## src/design/sactf_pkg.sv

```systemverilog
`timescale 1ns / 1ps
`default_nettype none

package sactf_pkg;

   localparam int SETS       = 2048;
   localparam int WAYS       = 16;
   localparam int INDEX_BITS = 32;

   localparam int SET_BITS   = (SETS > 1) ? $clog2(SETS) : 1;
   localparam int WAY_BITS   = (WAYS > 1) ? $clog2(WAYS) : 1;
   localparam int TAG_BITS   = INDEX_BITS - SET_BITS;

   localparam int BASE_BITS     = 40;
   localparam int RSIZE_BITS    = 11;
   localparam int ADDR_BITS     = 48;
   localparam int CNT_BITS      = 32;
   localparam int SET_OUT_BITS  = 11;
   localparam int WAY_OUT_BITS  = 4;
   localparam int PROD_BITS     = INDEX_BITS + RSIZE_BITS;

   localparam int CSR_IDX_BITS  = 2;
   localparam int CSR_DATA_BITS = BASE_BITS;
   localparam logic [CSR_IDX_BITS-1:0] CSR_BASE_OFFSET = 2'd0;
   localparam logic [CSR_IDX_BITS-1:0] CSR_RECORD_SIZE = 2'd1;

   localparam logic [BASE_BITS-1:0]  BASE_RESET  = '0;
   localparam logic [RSIZE_BITS-1:0] RSIZE_RESET = 11'd16;

   localparam logic OP_LOOKUP     = 1'b0;
   localparam logic OP_INVALIDATE = 1'b1;

   // one memory row per set: tags, valid bits, replacement pointer
   localparam int TAGS_BITS = WAYS * TAG_BITS;
   localparam int VALID_LSB = TAGS_BITS;
   localparam int PTR_LSB   = TAGS_BITS + WAYS;
   localparam int ROW_BITS  = TAGS_BITS + WAYS + WAY_BITS;

   localparam int QDEPTH    = 4;
   localparam int QPTR_BITS = $clog2(QDEPTH);
   localparam int QCNT_BITS = $clog2(QDEPTH + 1);
   localparam int QSUM_BITS = QCNT_BITS + 1;

   typedef struct packed {
      logic                  opcode;
      logic [INDEX_BITS-1:0] idx;
      logic [PROD_BITS-1:0]  prod;
   } queue_item_type;

   typedef struct packed {
      logic                    hit;
      logic [SET_OUT_BITS-1:0] set_number;
      logic [WAY_OUT_BITS-1:0] way_number;
      logic                    fill_request;
      logic [ADDR_BITS-1:0]    fill_address;
      logic [CNT_BITS-1:0]     access_total;
      logic [CNT_BITS-1:0]     hit_total;
   } result_type;

   typedef struct packed {
      logic clearing;
   } back_status_type;

endpackage

`default_nettype wire

```

## src/design/sactf_front.sv

```systemverilog
`timescale 1ns / 1ps
`default_nettype none

module sactf_front (
   input  logic                                 clock,
   input  logic                                 reset,
   input  logic                                 accept,
   input  logic                                 req_opcode,
   input  logic [sactf_pkg::INDEX_BITS-1:0]     req_lookup_index,
   input  logic [sactf_pkg::RSIZE_BITS-1:0]     record_size,
   output logic                                 front_valid,
   output sactf_pkg::queue_item_type            front_item
);

   import sactf_pkg::*;

   logic           valid_ff;
   queue_item_type item_ff;
   queue_item_type item_in;

   // fill offset is formed here so the back end only adds the base
   always_comb begin
      item_in.opcode = req_opcode;
      item_in.idx    = req_lookup_index;
      item_in.prod   = PROD_BITS'(req_lookup_index) * PROD_BITS'(record_size);
      if (req_opcode == OP_INVALIDATE) begin
         item_in.prod = '0;
      end
   end

   always_ff @(posedge clock) begin
      if (reset) begin
         valid_ff <= 1'b0;
      end else begin
         valid_ff <= accept;
      end
      if (accept) begin
         item_ff <= item_in;
      end
   end

   assign front_valid = valid_ff;
   assign front_item  = item_ff;

endmodule

`default_nettype wire

```

## config.mk

```make
export PLATFORM = sky130hd
export DESIGN_NAME = sactf_front
export DESIGN_NICKNAME = d
export VERILOG_FILES = /design/src/design/sactf_pkg.sv /design/src/design/sactf_front.sv
export SDC_FILE = /design/constraint.sdc
export NUM_CORES = 1
export LEC_CHECK = 0
export BUFFER_PORTS_ARGS = -buffer_cell sky130_fd_sc_hd__buf_2
export CAP_MARGIN = 20
export CELL_PAD_IN_SITES_DETAIL_PLACEMENT = 1
export CELL_PAD_IN_SITES_GLOBAL_PLACEMENT = 2
export CORE_ASPECT_RATIO = 0.75
export CORE_MARGIN = 5
export CORE_UTILIZATION = 40
export DETAILED_ROUTE_END_ITERATION = 8
export MAX_ROUTING_LAYER = met4
export PLACE_DENSITY_LB_ADDON = 0.1
export REMOVE_ABC_BUFFERS = 1
export SETUP_SLACK_MARGIN = 0.4
export SYNTH_ARGS = -nofsm -noshare
export SYNTH_HDL_FRONTEND = slang
export SYNTH_SLANG_ARGS = --single-unit
```

## constraint.sdc

```tcl
create_clock -name clock -period 7.6 [get_ports clock]
set_input_delay 0.76 -clock clock [delete_from_list [all_inputs] [get_ports clock]]
set_output_delay 0.76 -clock clock [all_outputs]
set_load 0.05 [all_outputs]
```

==> metrics.txt <==
status finished, final reports clean; max_slew headroom 42.6%; register area share after synthesis 17.0%; synth warn 0; Rows 58; layout cells sized above 1 10.9%; Peak Freq 156 MHz; DRC errors left 0; Clock Tree Buf Depth 2; Synth Area in Adders 47.3%; EDFF count, synth 76; crit-path max cell delay 0.65 ns; worst setup path endpoint front_item[40]; Cell variety after synth 54; DIE HEIGHT 169 um; GP Congestion 0.821; Synth Area per Inst 9.43 um2; post-layout util 44.2%; final worst setup slack 1.18 ns; initial antenna violation count 0; Max Slew Vio Count 0; CP cell instances buf_2 > nand2_1 > fa_1 > inv_1 > fa_1 > fa_1 > fa_1 > inv_1 > fa_1 > inv_1 > ha_1 > a21oi_1 > o21ai_0 > a211oi_1 > o41ai_1 > nand2_1 > a41oi_1 > o21a_1 > nor3_1; worst-margin pin slew 0.861 ns; crit end category flop; Seq cells post-synth 77; core area 33500 um2; final hold vios 0; main combinational cell family by area after synthesis adder cells; Ports 124; CTS buffer count 9; launch point of the worst path record_size[5]; Data required, critical path 7.70 ns; nets 1900; Tcrit/Tclk final 84.5%; synthesized area 13500 um2; number of fill cells 3841; Detailed Route Iter0 Violations 565; Vias/cell 5.06; Tmin final 6.42 ns; Compound-Gate Fraction of Synth Area 5.95%; Setup WS pre-CTS 0.802 ns; Hold Crit Depth 2; Worst-path clk slew 0.07 ns; most instantiated cells after synthesis fa_1, inv_1, nand2_1; Post-synth top flop edfxtp_1; most common cell in the netlist fa_1; remaining antenna violation count after routing 0; Slowest cell on crit path buf_2; Worst EP arrival 6.52 ns; Num Clock Sinks 77; drt first pass iters 4; DIE AREA 37600 um2; type of the worst setup path in -> reg; critical-path maximum fanout 32; vias 9904; Final setup violation count 0; Mapped Cells 1434; final setup TNS 0 ns; XOR/XNOR Fraction of Synth Area 1.88%; post-CTS setup repair buffer count 0; largest net degree at the start of global routing 54; crit-path most repeated cell fa_1; die width 222 um; wire length per cell 20.2 um; Clock Root Buffer clkbuf_16; cell taking the most area after synthesis fa_1; Port Buffers 123; Layout area overhead 9.30%; post-synthesis mux area share 0.167%; Total Routing Usage GR 22.6%; htree depth 3; Gates resized, CTS repair 0; Diodes inserted 0; Max-Cap Viols 0; GRT overflow 0; Synth area leaders fa_1, edfxtp_1, ha_1; top cell type's share of synthesized area 39.8%; DRT Wirelength 39500 um; async set-reset flop share out of synthesis 0%; startpoint types primary input; first-pass GRT wire length 64700 um; RSZ-0062 raised after global routing no; Initial Util 40.4%; DPL Wire Length 31000 um; CTS Hold Bufs 0; Simple-Gate Fraction of Synth Area 18.5%; vias in the first global route 11300; Hold Path Class in -> reg; CTS tree yes
==> worst min path at each step <==
stage	start	end	slack (ns)
after CTS	reset	front_valid	0.52
after global placement	reset	front_valid	0.92
after detailed placement	reset	front_valid	0.92
final	reset	front_valid	0.55
after floorplan	reset	front_valid	0.83
after global routing	reset	front_valid	0.54
==> layer usage <==
metal | up-vias | share of wire [%] | global-route usage, % | wire (um)
met2 | 197 | 46 | 35.7 | 18100
met1 | 5182 | 49 | 32.3 | 19300
met4 | 0 | 0.54 | 2.65 | 213
met5 | - | 0 | - | 0
met3 | 13 | 4.6 | 3.63 | 1820
li1 | 4512 | - | - | -
==> layout by cell type, fill, tap and decap left out, types with 3 or more instances in the layout <==
master	Yosys	final
a211oi_1	3	3
a21o_1	15	15
a21oi_1	47	47
a41oi_1	4	4
and2_1	148	148
and3_1	3	3
buf_2	0	122
buf_4	3	13
clkbuf_16	0	9
clkinv_2	0	3
edfxtp_1	76	76
fa_1	269	269
ha_1	81	81
inv_1	248	248
nand2_1	247	247
nand2b_1	5	5
nand3_1	11	11
nand4_1	5	5
nor2_1	64	64
nor2b_1	11	11
nor3_1	17	17
o211ai_1	3	3
o21a_1	6	6
o21ai_0	21	21
o21bai_1	6	6
xnor2_1	17	17
xor2_1	12	12
==> per-stage QoR <==
stage / instance area, um2 / hold slack, ns / instances
global placement: 14500 / 0.917 / 1942
CTS: 14800 / 0.521 / 1958
finish: 14800 / 0.549 / 1958
floorplan: 13200 / 0.832 / 1357
detailed placement: 14500 / 0.921 / 1942
global route: 14800 / 0.540 / 1958
==> state kept, by name, summed over array words and instances (netlist names) <==
register     count
front_item      76
front_valid      1
==> cell type report <==
type                            count  area [um2]  area share (%)
Clock inverter                      5        53.8           0.364
Clock buffer                       11         233            1.57
Sequential cell                    77        2300            15.6
Inverter                          248         931            6.30
Timing Repair Buffer              135         708            4.79
Multi-Input combinational cell   1032        9990            67.6
Tap cell                          450         563            3.81
==> worst max-delay path: cells and delay by family <==
family | cells | cell delay [ns]
fa+ha+maj | 6 | 2.95
compound gates | 6 | 1.60
buf+inv | 4 | 0.79
simple gates | 3 | 0.39
==> logic make-up (layout without fill, tap and decap cells) <==
family | after synthesis | in the layout
buffers and inverters | 325 | 399
adders and majority gates | 350 | 350
xor gates and xnor gates | 29 | 29
muxes | 2 | 2
and+or+nand+nor | 526 | 526
AOI/OAI and AO/OA | 125 | 125
DFF | 77 | 77
Power is left out: the tool's default activity adds up to more than one toggle a clock period on the data nets, which glitch-free logic cannot reach.
