**src/design/sactf_pkg.sv**
```systemverilog
`timescale 1ns / 1ps
`default_nettype none

package sactf_pkg;

   localparam int SETS       = 2048;
   localparam int WAYS       = 16;
   localparam int INDEX_BITS = 32;

   localparam int SET_BITS   = (SETS > 1) ? $clog2(SETS) : 1;
   localparam int WAY_BITS   = (WAYS > 1) ? $clog2(WAYS) : 1;
   localparam int TAG_BITS   = INDEX_BITS - SET_BITS;

   localparam int BASE_BITS     = 40;
   localparam int RSIZE_BITS    = 11;
   localparam int ADDR_BITS     = 48;
   localparam int CNT_BITS      = 32;
   localparam int SET_OUT_BITS  = 11;
   localparam int WAY_OUT_BITS  = 4;
   localparam int PROD_BITS     = INDEX_BITS + RSIZE_BITS;

   localparam int CSR_IDX_BITS  = 2;
   localparam int CSR_DATA_BITS = BASE_BITS;
   localparam logic [CSR_IDX_BITS-1:0] CSR_BASE_OFFSET = 2'd0;
   localparam logic [CSR_IDX_BITS-1:0] CSR_RECORD_SIZE = 2'd1;

   localparam logic [BASE_BITS-1:0]  BASE_RESET  = '0;
   localparam logic [RSIZE_BITS-1:0] RSIZE_RESET = 11'd16;

   localparam logic OP_LOOKUP     = 1'b0;
   localparam logic OP_INVALIDATE = 1'b1;

   // one memory row per set: tags, valid bits, replacement pointer
   localparam int TAGS_BITS = WAYS * TAG_BITS;
   localparam int VALID_LSB = TAGS_BITS;
   localparam int PTR_LSB   = TAGS_BITS + WAYS;
   localparam int ROW_BITS  = TAGS_BITS + WAYS + WAY_BITS;

   localparam int QDEPTH    = 4;
   localparam int QPTR_BITS = $clog2(QDEPTH);
   localparam int QCNT_BITS = $clog2(QDEPTH + 1);
   localparam int QSUM_BITS = QCNT_BITS + 1;

   typedef struct packed {
      logic                  opcode;
      logic [INDEX_BITS-1:0] idx;
      logic [PROD_BITS-1:0]  prod;
   } queue_item_type;

   typedef struct packed {
      logic                    hit;
      logic [SET_OUT_BITS-1:0] set_number;
      logic [WAY_OUT_BITS-1:0] way_number;
      logic                    fill_request;
      logic [ADDR_BITS-1:0]    fill_address;
      logic [CNT_BITS-1:0]     access_total;
      logic [CNT_BITS-1:0]     hit_total;
   } result_type;

   typedef struct packed {
      logic clearing;
   } back_status_type;

endpackage

`default_nettype wire

```
**src/design/sactf_queue.sv**
```systemverilog
`timescale 1ns / 1ps
`default_nettype none

module sactf_queue (
   input  logic                              clock,
   input  logic                              reset,
   input  logic                              push,
   input  sactf_pkg::queue_item_type         push_item,
   input  logic                              pop,
   output sactf_pkg::queue_item_type         pop_item,
   output logic                              empty,
   output logic [sactf_pkg::QCNT_BITS-1:0]   count
);

   import sactf_pkg::*;

   queue_item_type       entry_ff [QDEPTH];
   logic [QPTR_BITS-1:0] wr_ptr_ff;
   logic [QPTR_BITS-1:0] wr_ptr_in;
   logic [QPTR_BITS-1:0] rd_ptr_ff;
   logic [QPTR_BITS-1:0] rd_ptr_in;
   logic [QCNT_BITS-1:0] count_ff;
   logic [QCNT_BITS-1:0] count_in;

   always_comb begin
      wr_ptr_in = wr_ptr_ff;
      rd_ptr_in = rd_ptr_ff;
      count_in  = count_ff;
      if (push) begin
         wr_ptr_in = (wr_ptr_ff == QPTR_BITS'(QDEPTH - 1)) ? '0 : wr_ptr_ff + 1'b1;
      end
      if (pop) begin
         rd_ptr_in = (rd_ptr_ff == QPTR_BITS'(QDEPTH - 1)) ? '0 : rd_ptr_ff + 1'b1;
      end
      if (push && !pop) begin
         count_in = count_ff + 1'b1;
      end else if (pop && !push) begin
         count_in = count_ff - 1'b1;
      end
   end

   always_ff @(posedge clock) begin
      if (reset) begin
         wr_ptr_ff <= '0;
         rd_ptr_ff <= '0;
         count_ff  <= '0;
      end else begin
         wr_ptr_ff <= wr_ptr_in;
         rd_ptr_ff <= rd_ptr_in;
         count_ff  <= count_in;
      end
      if (push) begin
         entry_ff[wr_ptr_ff] <= push_item;
      end
   end

   assign pop_item = entry_ff[rd_ptr_ff];
   assign empty    = (count_ff == '0);
   assign count    = count_ff;

endmodule

`default_nettype wire

```
**config.mk**
```make
export PLATFORM = sky130hd
export DESIGN_NAME = sactf_queue
export DESIGN_NICKNAME = d
export VERILOG_FILES = /design/src/design/sactf_pkg.sv /design/src/design/sactf_queue.sv
export SDC_FILE = /design/constraint.sdc
export NUM_CORES = 1
export LEC_CHECK = 0
export BUFFER_PORTS_ARGS = -buffer_cell sky130_fd_sc_hd__buf_2
export CORE_MARGIN = 10
export CORE_UTILIZATION = 51
export DETAILED_ROUTE_END_ITERATION = 10
export PLACE_DENSITY = 0.83
export SETUP_SLACK_MARGIN = 0.5
export SYNTH_ARGS = -nofsm -noshare
export SYNTH_HDL_FRONTEND = slang
export SYNTH_SLANG_ARGS = --single-unit
```
**constraint.sdc**
```tcl
create_clock -name clock -period 2.56 [get_ports clock]
set_input_delay 0.256 -clock clock [delete_from_list [all_inputs] [get_ports clock]]
set_output_delay 0.256 -clock clock [all_outputs]
set_load 0.05 [all_outputs]
```
==> metrics.cfg <==
[worst_hold_path]
hp-class = in2reg

[clocking]
clkSinkCount = 313
cts_buffers = 31
clkSlewWorstSetupHoldPaths_ns = 0.06
clock-root-buffer = sky130_fd_sc_hd__clkbuf_16
cts_tree = built
clock_insertion_delay_worst_skew_ns = 0.55
cts_buffer_depth = 3
cts_max_level = 1

[floorplanning]
fp.dieArea_um2 = 28800
chipHeight_um = 170
floorplan.initialDensity = 0.521
chipWidth_um = 170
core_area_um2 = 22000
floorplan.io_pins = 160
rows = 54

[placed_design]
routabilityCongestion = 0.715
io_buffer_count = 159
hpwl_mm = 13.9

[outcome]
run_status = finished, final reports clean

[sta]
rsz0062_at_grt = yes
final_min_period_over_clock_period = 0.884
period_needed_ns = 2.26
timing.fmax_mhz = 442
relSlewSlack = 0.648
tns_ns = 0
finalClockSkew_ns = 0.0163
final-setup-viol-count = 0
tightestPinTransition_ns = 0.529
hold_violations = 0
final_max_slew_viol_count = 0

[worst_setup_path]
critical_path_buf_inv_count = 3
critical_path.top_delay_family = multiplexers
cpMaxStageDelayCell = sky130_fd_sc_hd__mux4_2
setup.worst_path.start_class = flop
crit_path_max_incr_delay_ns = 0.51
critPathKind = reg2out
setup.worst_path.end_class = output port
critical_path_peak_fanout = 5
required_ns = 2.30
timing.critical_path.cells = buf_8, clkbuf_16, mux4_2, buf_6
timing.critical_path.arrival_ns = 2.01

[synth]
yosys_register_bits = 313
synthesis.instances = 440
synth_warnings = 0
synth_largest_type_area_fraction = 0.798
yosysUniqueCellTypes = 20
synth_fp_nets = 527
ys_seq_area_frac = 0.813
synth.avg_cell_area_um2 = 26.0
synth.top_cells.by_area = sky130_fd_sc_hd__edfxtp_1 (80%), sky130_fd_sc_hd__mux4_2 (15%), sky130_fd_sc_hd__dfxtp_1 (1.6%)
post-synth-top-area-cell = sky130_fd_sc_hd__edfxtp_1
syn_area_um2 = 11400

[grt]
gr-usage-all-layers = 0.171
grt_start_max_net_pins = 48
globalRoute.totalOverflow = 0
grt_pass1_vias = 6368
antenna_found_initial = 2
grt_first_pass_wirelength_mm = 37.7

[routing]
wl_mm = 25.1
routed_via_density = 5.50
drt_iter0_drc = 350
vias = 5639
remaining_drc_errors = 0
antenna_violating_nets_post_route = 0
detail_route.first_pass.iterations = 5
avgRoutedWirePerCell_um = 24.5

[final_layout]
multi_input_area_um2 = 1960
area.sequential_um2 = 9320
drive_above_1_share = 0.429
finalNetCount = 807
layout.filler_cells = 1247
layout_overhead_on_the_synthesized_area_pct = 33.0

[flow_run]
maxCapViolCount = 0

[power]
fin_total_pwr_w = 0.0122
power.density_cell_area_nw_per_um2 = 799
leakage_nw = 5.26
worst_ir_drop_vdd_mv = 0.717

## where the power goes
group / leakage (nW) / total [W] / internal (W) / switching [W]
Sequential: 2.87 / 0.00594 / 0.00587 / 0.0000701
Clock: 0.471 / 0.00424 / 0.00239 / 0.00185
Combinational: 1.93 / 0.00199 / 0.000812 / 0.00118
## metrics by stage
stage	cell area [um2]	utilization	worst slack, ns	std cells	hold slack (ns)
after detailed placement	12600	0.574	0.601	874	0.472
after CTS	15100	0.688	0.283	1020	0.0325
after global placement	12600	0.574	0.609	874	0.464
after global routing	15200	0.693	0.254	1025	0.0867
after floorplan	11400	-	0.624	440	0.325
final	15200	0.693	0.296	1026	0.0470
## layout by cell type, fill, tap and decap left out, types with 2 or more instances in the layout
cell and n:
sky130_fd_sc_hd__edfxtp_1 304, sky130_fd_sc_hd__buf_2 83, sky130_fd_sc_hd__dlygate4sd3_1 77, sky130_fd_sc_hd__mux4_2 76
sky130_fd_sc_hd__buf_6 69, sky130_fd_sc_hd__clkbuf_16 34, sky130_fd_sc_hd__clkinv_2 9, sky130_fd_sc_hd__buf_12 9
sky130_fd_sc_hd__buf_16 8, sky130_fd_sc_hd__buf_8 8, sky130_fd_sc_hd__nor2_1 7, sky130_fd_sc_hd__dfxtp_1 7
sky130_fd_sc_hd__buf_4 7, sky130_fd_sc_hd__ha_1 6, sky130_fd_sc_hd__inv_1 4, sky130_fd_sc_hd__and2_4 4
sky130_fd_sc_hd__mux2i_1 4, sky130_fd_sc_hd__clkinvlp_4 4, sky130_fd_sc_hd__clkbuf_1 4, sky130_fd_sc_hd__clkinv_1 3
sky130_fd_sc_hd__diode_2 2, sky130_fd_sc_hd__xor2_1 2, sky130_fd_sc_hd__a21oi_1 2, sky130_fd_sc_hd__dfxtp_4 2
sky130_fd_sc_hd__inv_6 2, sky130_fd_sc_hd__clkbuf_8 2
## registers in the layout (all words and copies together), names as in the netlist, named ones only
signal,count
entry_ff,304
wr_ptr_ff,2
count,3
rd_ptr_ff,2
## synth_stat cells
master,instances
sky130_fd_sc_hd__nor2_1,7
sky130_fd_sc_hd__mux4_2,76
sky130_fd_sc_hd__and2_1,4
sky130_fd_sc_hd__xor2_1,2
sky130_fd_sc_hd__buf_2,5
sky130_fd_sc_hd__inv_1,4
sky130_fd_sc_hd__nor3b_1,1
sky130_fd_sc_hd__mux2i_1,4
sky130_fd_sc_hd__buf_6,1
sky130_fd_sc_hd__nor3_1,1
sky130_fd_sc_hd__ha_1,6
sky130_fd_sc_hd__o21ai_0,1
sky130_fd_sc_hd__dfxtp_1,9
sky130_fd_sc_hd__or3_1,1
sky130_fd_sc_hd__edfxtp_1,304
sky130_fd_sc_hd__buf_1,3
sky130_fd_sc_hd__buf_12,5
sky130_fd_sc_hd__buf_4,3
sky130_fd_sc_hd__fa_1,1
sky130_fd_sc_hd__a21oi_1,2
## cells by family after synthesis
logic type | Yosys count | synth area share
compound gates | 3 | 0.00131
xor+xnor | 2 | 0.00153
fa+ha+maj | 7 | 0.00831
buf+inv | 21 | 0.0162
flops | 313 | 0.813
mux | 80 | 0.153
simple gates | 14 | 0.00612
## repair_timing
item,4_1_cts,5_1_grt
setup buffers,6,1
pin swaps,0,0
hold buffers,77,0
cloned,6,3
hold endpoints to repair,313,0
gates resized for setup,168,4
endpoints found under the setup margin,76,76
## final timing paths
check               start  depth (start not counted)         endpoint  slack (ns)
max                  flop                          4     pop_item[34]        0.30
min                   pop                          3             flop        0.05
max reg2reg  wr_ptr_ff[0]                          3  entry_ff[3][45]        0.76
min reg2reg  rd_ptr_ff[0]                          2             flop        0.55
## layout make-up
cell class              count  area share
clock inverters            20     0.00954
well taps                 280      0.0230
inverters                   4    0.000986
diodes                      2    0.000329
repair buffers            264       0.172
flip-flops and latches    313       0.612
multi-input cells         106       0.129
clock buffers              37      0.0538
## tightest hold or removal path: cells and delay by family
kind | cells | cell delay, ns
buffers and inverters | 1 | 0.11
AND/OR/NAND/NOR | 1 | 0.11
multiplexers | 1 | 0.07
## layer usage
layer / share of wire / GRT usage / routed length, um
met1: 0.38 / 0.210 / 9660
met5: 0 / 0 / 0
met3: 0.062 / 0.0405 / 1550
met4: 0.024 / 0.0473 / 615
met2: 0.53 / 0.297 / 13300
No activity file was read; power rests on OpenSTA's default activity.
